### config.mk
export PLATFORM = sky130hd
export DESIGN_NAME = aabb_dist
export DESIGN_NICKNAME = d
export VERILOG_FILES = /design/src/design/aabb_pkg.sv /design/src/design/aabb_dist.sv
export SDC_FILE = /design/constraint.sdc
export NUM_CORES = 2
export LEC_CHECK = 0
export CAP_MARGIN = 20
export CORE_MARGIN = 5
export CORE_UTILIZATION = 47
export DETAILED_ROUTE_END_ITERATION = 8
export DONT_BUFFER_PORTS = 1
export SKIP_LAST_GASP = 1
export SLEW_MARGIN = 10
export SYNTH_ARGS = -nofsm -noshare
export SYNTH_HDL_FRONTEND = slang
export SYNTH_SLANG_ARGS = --single-unit
### constraint.sdc
create_clock -name vclk -period 6.7
set_input_delay 0.335 -clock vclk [all_inputs]
set_output_delay 0.335 -clock vclk [all_outputs]
set_load 0.005 [all_outputs]
### src/design/aabb_pkg.sv
// Shared types, register codes, constants and helpers for aabb_point_pushout.
// No dependencies.
`timescale 1ns / 1ps
`default_nettype none

package aabb_pkg;

    localparam logic [16:0] PUSH_FACTOR = 17'd68813;   // 1.05 in Q16.16

    typedef enum logic [2:0] {
        REG_CENTER_X = 3'd0,
        REG_CENTER_Y = 3'd1,
        REG_CENTER_Z = 3'd2,
        REG_HALF_X   = 3'd3,
        REG_HALF_Y   = 3'd4,
        REG_HALF_Z   = 3'd5,
        REG_FRICTION = 3'd6,
        REG_MARGIN   = 3'd7
    } reg_idx_t;

    typedef enum logic [2:0] {
        FACE_XN = 3'd0,
        FACE_XP = 3'd1,
        FACE_YN = 3'd2,
        FACE_YP = 3'd3,
        FACE_ZN = 3'd4,
        FACE_ZP = 3'd5
    } face_t;

    typedef struct packed {
        logic signed [31:0] center_x;
        logic signed [31:0] center_y;
        logic signed [31:0] center_z;
        logic        [29:0] half_x;
        logic        [29:0] half_y;
        logic        [29:0] half_z;
        logic        [16:0] friction;
        logic        [29:0] margin;
    } box_cfg_t;

    localparam logic signed [31:0] RST_CENTER_X = 32'sd327680;
    localparam logic signed [31:0] RST_CENTER_Y = 32'sd0;
    localparam logic signed [31:0] RST_CENTER_Z = -32'sd196608;
    localparam logic        [29:0] RST_HALF     = 30'd131072;
    localparam logic        [16:0] RST_FRICTION = 17'd65536;
    localparam logic        [29:0] RST_MARGIN   = 30'd9830;

    localparam logic signed [34:0] SAT_MAX = 35'sd2147483647;
    localparam logic signed [34:0] SAT_MIN = -35'sd2147483648;

    function automatic logic signed [31:0] sat32(input logic signed [34:0] x);
        if (x > SAT_MAX)
            return 32'sh7fffffff;
        else if (x < SAT_MIN)
            return 32'sh80000000;
        else
            return x[31:0];
    endfunction

endpackage

`default_nettype wire

### src/design/aabb_dist.sv
// Widened-box inside test and the six absolute face distances.
// Uses aabb_pkg.
`timescale 1ns / 1ps
`default_nettype none

module aabb_dist
    import aabb_pkg::*;
(
    input  logic signed [31:0] pos [3],
    input  logic signed [31:0] ctr [3],
    input  logic        [29:0] half [3],
    input  logic        [29:0] margin,
    output logic               in_box,
    output logic        [31:0] face_dist [6]
);

    logic signed [34:0] pe  [3];
    logic signed [34:0] lo  [3];
    logic signed [34:0] hi  [3];
    logic signed [34:0] dlo [3];
    logic signed [34:0] dhi [3];
    logic signed [34:0] mw;
    logic        [2:0]  in_ax;

    always_comb
    begin
        mw = $signed(35'(margin));
        for (int a = 0; a < 3; a++)
        begin
            pe[a]  = 35'(pos[a]);
            lo[a]  = 35'(ctr[a]) - $signed(35'(half[a]));
            hi[a]  = 35'(ctr[a]) + $signed(35'(half[a]));
            in_ax[a] = (pe[a] > lo[a] - mw) && (pe[a] < hi[a] + mw);
            dlo[a] = pe[a] - lo[a];
            dhi[a] = hi[a] - pe[a];
            if (dlo[a][34])
                dlo[a] = -dlo[a];
            if (dhi[a][34])
                dhi[a] = -dhi[a];
            // inside the widened box both distances stay below 2^32
            face_dist[2*a]   = dlo[a][31:0];
            face_dist[2*a+1] = dhi[a][31:0];
        end
        in_box = &in_ax;
    end

endmodule

`default_nettype wire

==> results.ini <==
[cells_and_area]
fin_util_pct = 61.8
drive_above_1_share_pct = 22.8
finalNetCount = 7209
area_growth_pct = 30.4
finalNonFillerCells = 7143
clkbuf_count = 0
final_cell_mix = buf_4, ha_1, inv_1
register_area_sq_um = 0
final_common_cell = buf_4
seq_cells = 0

[sta]
period_minus_slack_ns = 7.07
worst_pin_slew_ns = 0.767
setup_violations = 1
slew_headroom_pct = 48.1
finalHoldViolations = 0
final-max-slew-violation-count = 0
fin_ws_ns = -0.369
rsz0062_at_grt = yes
holdWs_ns = 0.917
fin_crit_sh_pct = 106
fmax_mhz = 141

[floorplan]
rows = 101
core_sq_um = 76100
dieHeight_microns = 287
die_w_microns = 287
dieArea_sq_um = 82400
pin_count = 505
start_util_pct = 47.4

[synth]
syn_area_sq_um = 36100
synth-xor-area-share_pct = 16.3
yosys.area_share.simple_pct = 18.7
yosysWarningCount = 0
synthAdderAreaFrac_pct = 27.6
syn_nets = 6254
synthMuxAreaShare_pct = 0.229
ys_seq_area_share_pct = 0
synth-compound-area-share_pct = 30.7
synth_area_per_cell_sq_um = 6.99
yosysUniqueCellTypes = 82
syn-instance-count = 5159
synth_top_family_by_area = compound AO/OA/AOI/OAI gates

[worst_setup_path]
worstSetupPathType = input port to output pin
slowest_delay_ns = 0.45
critPathTopFamily = compound AO/OA/AOI/OAI gates
start_kind = input port
crit_slowest_cell = a2111oi_4
cp.required_ns = 6.36
cp.arrival_ns = 6.73
crit_path_end_kind = output pin
crit_buf_inv = 3
cp_max_fo = 3

[place]
place.gp.congestion = 0.999
dp.cells = 7040
io_buffers = 0
hpwl_mm = 126

[outcome]
status = finished, violations left
violations = negative setup slack

[grt]
met3_usage_pct = 5.08
grt_pass1_wl_mm = 214
grt_usage_pct = 32.2
met2_usage_pct = 60.2
grt_overflow = 0
antenna_found_initial = 0
grt_max_degree = 21
grt_most_used_layer = met2
grt_use_met1_pct = 36.9
grt_pass1_vias = 40400

[route]
drtAntennaViolNets = 0
drt_iter0_drc = 2154
avgViaCountPerCell = 5.76
drt-total-wl_mm = 143
vias = 41200
detail_route.wl_per_cell_microns = 20.1
dr.pass1.iters = 6
route.detailed.drc = 0

[worst_hold_path]
hold_class = input port to output pin

[run]
cap_violations = 0

[power]
leakage_uw = 0.0237
peakVddDrop_v = 0.000164
p_total_uw = 12200
powerDensity_nw_per_um2 = 259

-- repair_timing --
item | 4_1_cts | 5_1_grt
endpoints found under the hold margin | 0 | 0
pin swaps | 108 | 238
endpoints found under the setup margin | 7 | 110
hold buffers | 0 | 0
resized for setup | 161 | 264
gates cloned | 0 | 0
setup buffers | 55 | 61
-- cells in the mapped netlist (20+ instances only) --
master	instances	area, sq um
a221oi_1	20	175
a21boi_0	25	188
a31oi_1	47	294
nand3_1	94	470
ha_1	765	9570
o21ai_0	309	1550
inv_1	514	1930
o21bai_1	93	698
a211oi_1	44	330
nor2_1	388	1460
nand2b_1	104	651
o41ai_1	22	193
nand4_1	79	494
o31ai_1	57	428
and3_1	47	294
xnor2_1	438	3840
nor2b_1	86	538
nor4_1	34	213
a21o_1	287	2150
or3_1	36	225
a21oi_1	523	2620
clkbuf_1	101	379
and2_1	32	200
nand2_1	276	1040
xor2_1	233	2040
a2111oi_0	21	184
o21a_1	74	556
nor3_1	98	490
-- per-stage QoR --
stage | setup TNS [ns] | worst slack, ns | area (sq um)
global placement | -1.60 | -1.37 | 44200
global route | -0.772 | -0.618 | 47000
CTS | -0.420 | -0.420 | 45300
detailed placement | -2.03 | -1.52 | 44200
finish | -0.369 | -0.369 | 47000
floorplan | 0 | 0.146 | 36100
-- final timing paths --
kind / start / end / slack (ns) / cells past startpoint
hold / removal: pos[0] / face_dist[0] / 0.92 / 2
setup / recovery: half[30] / in_box / -0.37 / 34
-- layout make-up --
class | instances | area (sq um)
well taps | 1030 | 1290
fillers | 7156 | 29100
multi-input cells | 4541 | 35800
diodes | 1 | 2.50
repair buffers | 1057 | 8030
inverters | 514 | 1950
-- cell families (layout without fill, tap and decap cells) --
logic type	Yosys count	after routing
compound gates	1719	1719
simple gates	1358	1358
fa+ha+maj	785	785
xor+xnor	671	671
buf+inv	618	1571
mux	8	8
other cells	0	1
-- power by group --
group / leakage (uW) / internal [uW] / total [uW] / switching [uW]
clock network: 0.00000000634 / 0.0000213 / 0.0000213 / 0
registers: 0 / 0 / 0 / 0
logic: 0.0237 / 5750 / 12200 / 6440
-- per-layer routing --
| layer | routed length [microns] | share of wire, % |
|---|---|---|
| met5 | 0 | 0 |
| met4 | 7000 | 4.9 |
| met3 | 9070 | 6.3 |
| met2 | 70400 | 49 |
| met1 | 57000 | 40 |
Note: power is estimated with default switching activity, not from simulation.
