<file path="src/design/aabb_pkg.sv">
// Shared types, register codes, constants and helpers for aabb_point_pushout.
// No dependencies.
`timescale 1ns / 1ps
`default_nettype none

package aabb_pkg;

    localparam logic [16:0] PUSH_FACTOR = 17'd68813;   // 1.05 in Q16.16

    typedef enum logic [2:0] {
        REG_CENTER_X = 3'd0,
        REG_CENTER_Y = 3'd1,
        REG_CENTER_Z = 3'd2,
        REG_HALF_X   = 3'd3,
        REG_HALF_Y   = 3'd4,
        REG_HALF_Z   = 3'd5,
        REG_FRICTION = 3'd6,
        REG_MARGIN   = 3'd7
    } reg_idx_t;

    typedef enum logic [2:0] {
        FACE_XN = 3'd0,
        FACE_XP = 3'd1,
        FACE_YN = 3'd2,
        FACE_YP = 3'd3,
        FACE_ZN = 3'd4,
        FACE_ZP = 3'd5
    } face_t;

    typedef struct packed {
        logic signed [31:0] center_x;
        logic signed [31:0] center_y;
        logic signed [31:0] center_z;
        logic        [29:0] half_x;
        logic        [29:0] half_y;
        logic        [29:0] half_z;
        logic        [16:0] friction;
        logic        [29:0] margin;
    } box_cfg_t;

    localparam logic signed [31:0] RST_CENTER_X = 32'sd327680;
    localparam logic signed [31:0] RST_CENTER_Y = 32'sd0;
    localparam logic signed [31:0] RST_CENTER_Z = -32'sd196608;
    localparam logic        [29:0] RST_HALF     = 30'd131072;
    localparam logic        [16:0] RST_FRICTION = 17'd65536;
    localparam logic        [29:0] RST_MARGIN   = 30'd9830;

    localparam logic signed [34:0] SAT_MAX = 35'sd2147483647;
    localparam logic signed [34:0] SAT_MIN = -35'sd2147483648;

    function automatic logic signed [31:0] sat32(input logic signed [34:0] x);
        if (x > SAT_MAX)
            return 32'sh7fffffff;
        else if (x < SAT_MIN)
            return 32'sh80000000;
        else
            return x[31:0];
    endfunction

endpackage

`default_nettype wire

</file>
<file path="src/design/aabb_fsel.sv">
// Nearest-face selection over six distances, lowest face index wins ties.
// Uses aabb_pkg.
`timescale 1ns / 1ps
`default_nettype none

module aabb_fsel
    import aabb_pkg::*;
(
    input  logic [31:0] face_dist [6],
    output face_t       face,
    output logic [31:0] best
);

    logic [31:0] d0, d1, d2, dm;
    face_t       f0, f1, f2, fm;

    // right operand is always the earlier face, so strict < keeps it on a tie
    always_comb
    begin
        d0 = (face_dist[1] < face_dist[0]) ? face_dist[1] : face_dist[0];
        f0 = (face_dist[1] < face_dist[0]) ? FACE_XP : FACE_XN;
        d1 = (face_dist[3] < face_dist[2]) ? face_dist[3] : face_dist[2];
        f1 = (face_dist[3] < face_dist[2]) ? FACE_YP : FACE_YN;
        d2 = (face_dist[5] < face_dist[4]) ? face_dist[5] : face_dist[4];
        f2 = (face_dist[5] < face_dist[4]) ? FACE_ZP : FACE_ZN;
        dm = (d1 < d0) ? d1 : d0;
        fm = (d1 < d0) ? f1 : f0;
        best = (d2 < dm) ? d2 : dm;
        face = (d2 < dm) ? f2 : fm;
    end

endmodule

`default_nettype wire

</file>
<file path="config.mk">
export PLATFORM = sky130hd
export DESIGN_NAME = aabb_fsel
export DESIGN_NICKNAME = d
export VERILOG_FILES = /design/src/design/aabb_pkg.sv /design/src/design/aabb_fsel.sv
export SDC_FILE = /design/constraint.sdc
export NUM_CORES = 1
export LEC_CHECK = 0
export ABC_CLOCK_PERIOD_IN_PS = 27100
export BUFFER_PORTS_ARGS = -buffer_cell sky130_fd_sc_hd__buf_2
export CAP_MARGIN = 20
export CELL_PAD_IN_SITES_DETAIL_PLACEMENT = 1
export CELL_PAD_IN_SITES_GLOBAL_PLACEMENT = 1
export CORE_UTILIZATION = 39
export DETAILED_ROUTE_END_ITERATION = 8
export PLACE_DENSITY_LB_ADDON = 0.1
export SLEW_MARGIN = 5
export SYNTH_ARGS = -nofsm -noshare
export SYNTH_HDL_FRONTEND = slang
export SYNTH_SLANG_ARGS = --single-unit
</file>
<file path="constraint.sdc">
create_clock -name vclk -period 27.1
set_input_delay 5.42 -clock vclk [all_inputs]
set_output_delay 5.42 -clock vclk [all_outputs]
set_load 0.02 [all_outputs]
</file>
==> impl_metrics.tcl <==
set metrics [dict create \
    status "complete, no violations" \
    cts_setup_buffers 0 \
    dpl_worst_slack_ns 7.66 \
    ys_seq_area_share_pct 0 \
    io_pins 227 \
    grt_pass1_wl_um 29200 \
    viasPerCell 5.25 \
    nNetsFinal 1366 \
    syn_nets 1155 \
    critical_path_class "in -> out" \
    max-vdd-ir-drop_v 0.0000302 \
    placed_area_mm2 0.00700 \
    cp.required_ns 21.68 \
    setup_ws_ns 7.68 \
    synthDistinctLibCells 45 \
    p_leak_nw 4.22 \
    final-hold-violation-count 0 \
    firstDrtPassIters 4 \
    yosys.area_share.xor_xnor_pct 0 \
    endpoint_kind "primary output" \
    grt_use_met1_pct 34.0 \
    grt_util_met2_pct 41.0 \
    tns_ns 0 \
    cts.hold.buffers_added 0 \
    coreArea_mm2 0.0141 \
    postRouteAntennaNets 0 \
    drt_drc_violations_left 0 \
    ff_latch_area_um2 0 \
    grt_busiest_layer "met2" \
    drv_cap 0 \
    yosys.area_share.simple_pct 13.9 \
    fp.dieArea_mm2 0.0151 \
    synth_top_family_by_area "adder cells" \
    dpl.hpwl_um 17500 \
    syn_area_mm2 0.00570 \
    nFlopsAndLatches 0 \
    hp-class "in -> out" \
    slew_violations 0 \
    fp-row-count 43 \
    wire_per_inst_um 15.7 \
    yosys_warnings 0 \
    rsz0062_at_grt "no" \
    critPathLaunchType "primary input" \
    portBuffers 227 \
    grt_use_total_pct 24.4 \
    post_cts_resized 0 \
    period_needed_ns 19.42 \
    final_cell_area_mm2 0.00702 \
    worst_slew_pin_slew_ns 1.00 \
    max_slew_margin_pct 32.2 \
    crit_fanout 34 \
    synth_compound_area_share_pct 20.7 \
    grt_pass1_vias 6143 \
    syn2layout_area_growth_pct 23.1 \
    avgSynthCellArea_um2 7.05 \
    grt_use_met3_pct 2.40 \
    synthAdderAreaFrac_pct 33.8 \
    period_share_pct 71.7 \
    grt_overflow_total 0 \
    drive_above_1_share_pct 26.3 \
    place_congestion 0.863 \
    dp.cells 1197 \
    finalSetupViolations 0 \
    worst_path_most_repeated_cell "a21o_1" \
    antenna_found_initial 6 \
    syn_inst 809 \
    p_total_uw 303 \
    drt_wl_total_um 18900 \
    max_freq_ghz 0.0515 \
    cp.arrival_ns 14.00 \
    slowest_delay_ns 0.66 \
    num_vias 6316 \
    synth_mux_area_share_pct 19.0 \
    die_y_um 123 \
    finalNonFillerCells 1202 \
    cp_slowest_cell "a21oi_4" \
    grt_max_degree 56 \
    initial_core_util_pct 40.5 \
    p_per_area_mw_per_mm2 43.1 \
    chipWidth_um 123 \
    final.clkbuf_count 0 \
    first_iter_violations 167 \
]
-- path summary, 6_finish.rpt --
check	from	to	slack, ns	cells after the start
setup / recovery	face_dist[151]	best[29]	7.68	33
hold / removal	face_dist[42]	best[10]	11.31	4
-- area by class of cell --
type	instances	area, µm²
fillers	1963	7070
multi-input cells	625	5000
repair buffers	233	1180
inverters	160	601
well taps	180	225
diodes	4	10.0
-- cells in the mapped netlist (2+ instances only) --
cell,count,share of area [%]
nor4_1,4,0.44
o41ai_1,2,0.31
o21ai_0,21,1.8
buf_6,3,0.59
nor2b_1,7,0.77
o21a_1,6,0.79
inv_1,160,11
nand4_1,21,2.3
or3_1,3,0.33
a21oi_1,103,9.0
o2111ai_1,4,0.61
ha_1,154,34
buf_2,4,0.35
a31oi_1,4,0.44
a41oi_1,2,0.31
o211ai_1,5,0.66
mux2_2,31,6.1
mux2i_1,71,12
a21o_1,20,2.6
a221oi_1,3,0.46
nand2_1,30,2.0
and4_1,5,0.77
a21boi_0,2,0.26
nor2_1,83,5.5
clkbuf_1,16,1.1
a2111oi_0,3,0.46
and2_1,2,0.22
nor3_1,7,0.61
mux2_1,2,0.39
nand3_1,7,0.61
a211oi_1,8,1.1
o21ai_1,3,0.26
-- worst max-delay path: cells and delay by family --
kind / cells / cell delay (ns)
simple gates: 4 / 1.03
fa+ha+maj: 3 / 0.91
compound gates: 19 / 4.35
buf+inv: 5 / 1.60
mux: 2 / 0.67
-- where the power goes --
part / switching, mW / leakage [nW] / internal, mW / total (mW)
Sequential: 0 / 0 / 0 / 0
Clock: 0 / 0.0000254 / 0.0000000197 / 0.0000000198
Combinational: 0.177 / 4.22 / 0.126 / 0.303
Total: 0.177 / 4.22 / 0.126 / 0.303
-- metrics by stage --
stage	hold WS [ns]	util (%)
CTS	11.31	49.7
global route	11.34	49.8
floorplan	11.17	-
finish	11.31	49.8
global placement	11.30	49.7
detailed placement	11.30	49.7
-- layout by cell type (no fill, tap or decap), types with 20 or more instances in the layout --
master and n:
inv_1 160, nor2_1 83, a21o_1 20, a21oi_1 102
mux2i_1 71, nand4_1 21, o21ai_0 21, nand2_1 30
mux2_2 31, ha_1 154, buf_2 227
-- logic make-up (layout without fill, tap and decap cells) --
group	after synthesis	after routing
adder cells (fa/ha/maj)	154	154
AO/OA/AOI/OAI	195	195
buffers and inverters	184	393
multiplexers	104	104
AND/OR/NAND/NOR	172	172
other	0	4
-- metal layers --
| layer | wire length [µm] | share of wire [%] | vias to the layer above |
|---|---|---|---|
| met5 | 41 | 0.22 | - |
| li1 | - | - | 3271 |
| met1 | 9490 | 50 | 2869 |
| met4 | 303 | 1.6 | 6 |
| met2 | 8210 | 43 | 150 |
| met3 | 824 | 4.4 | 20 |
Power figures use the tool's default switching activity.
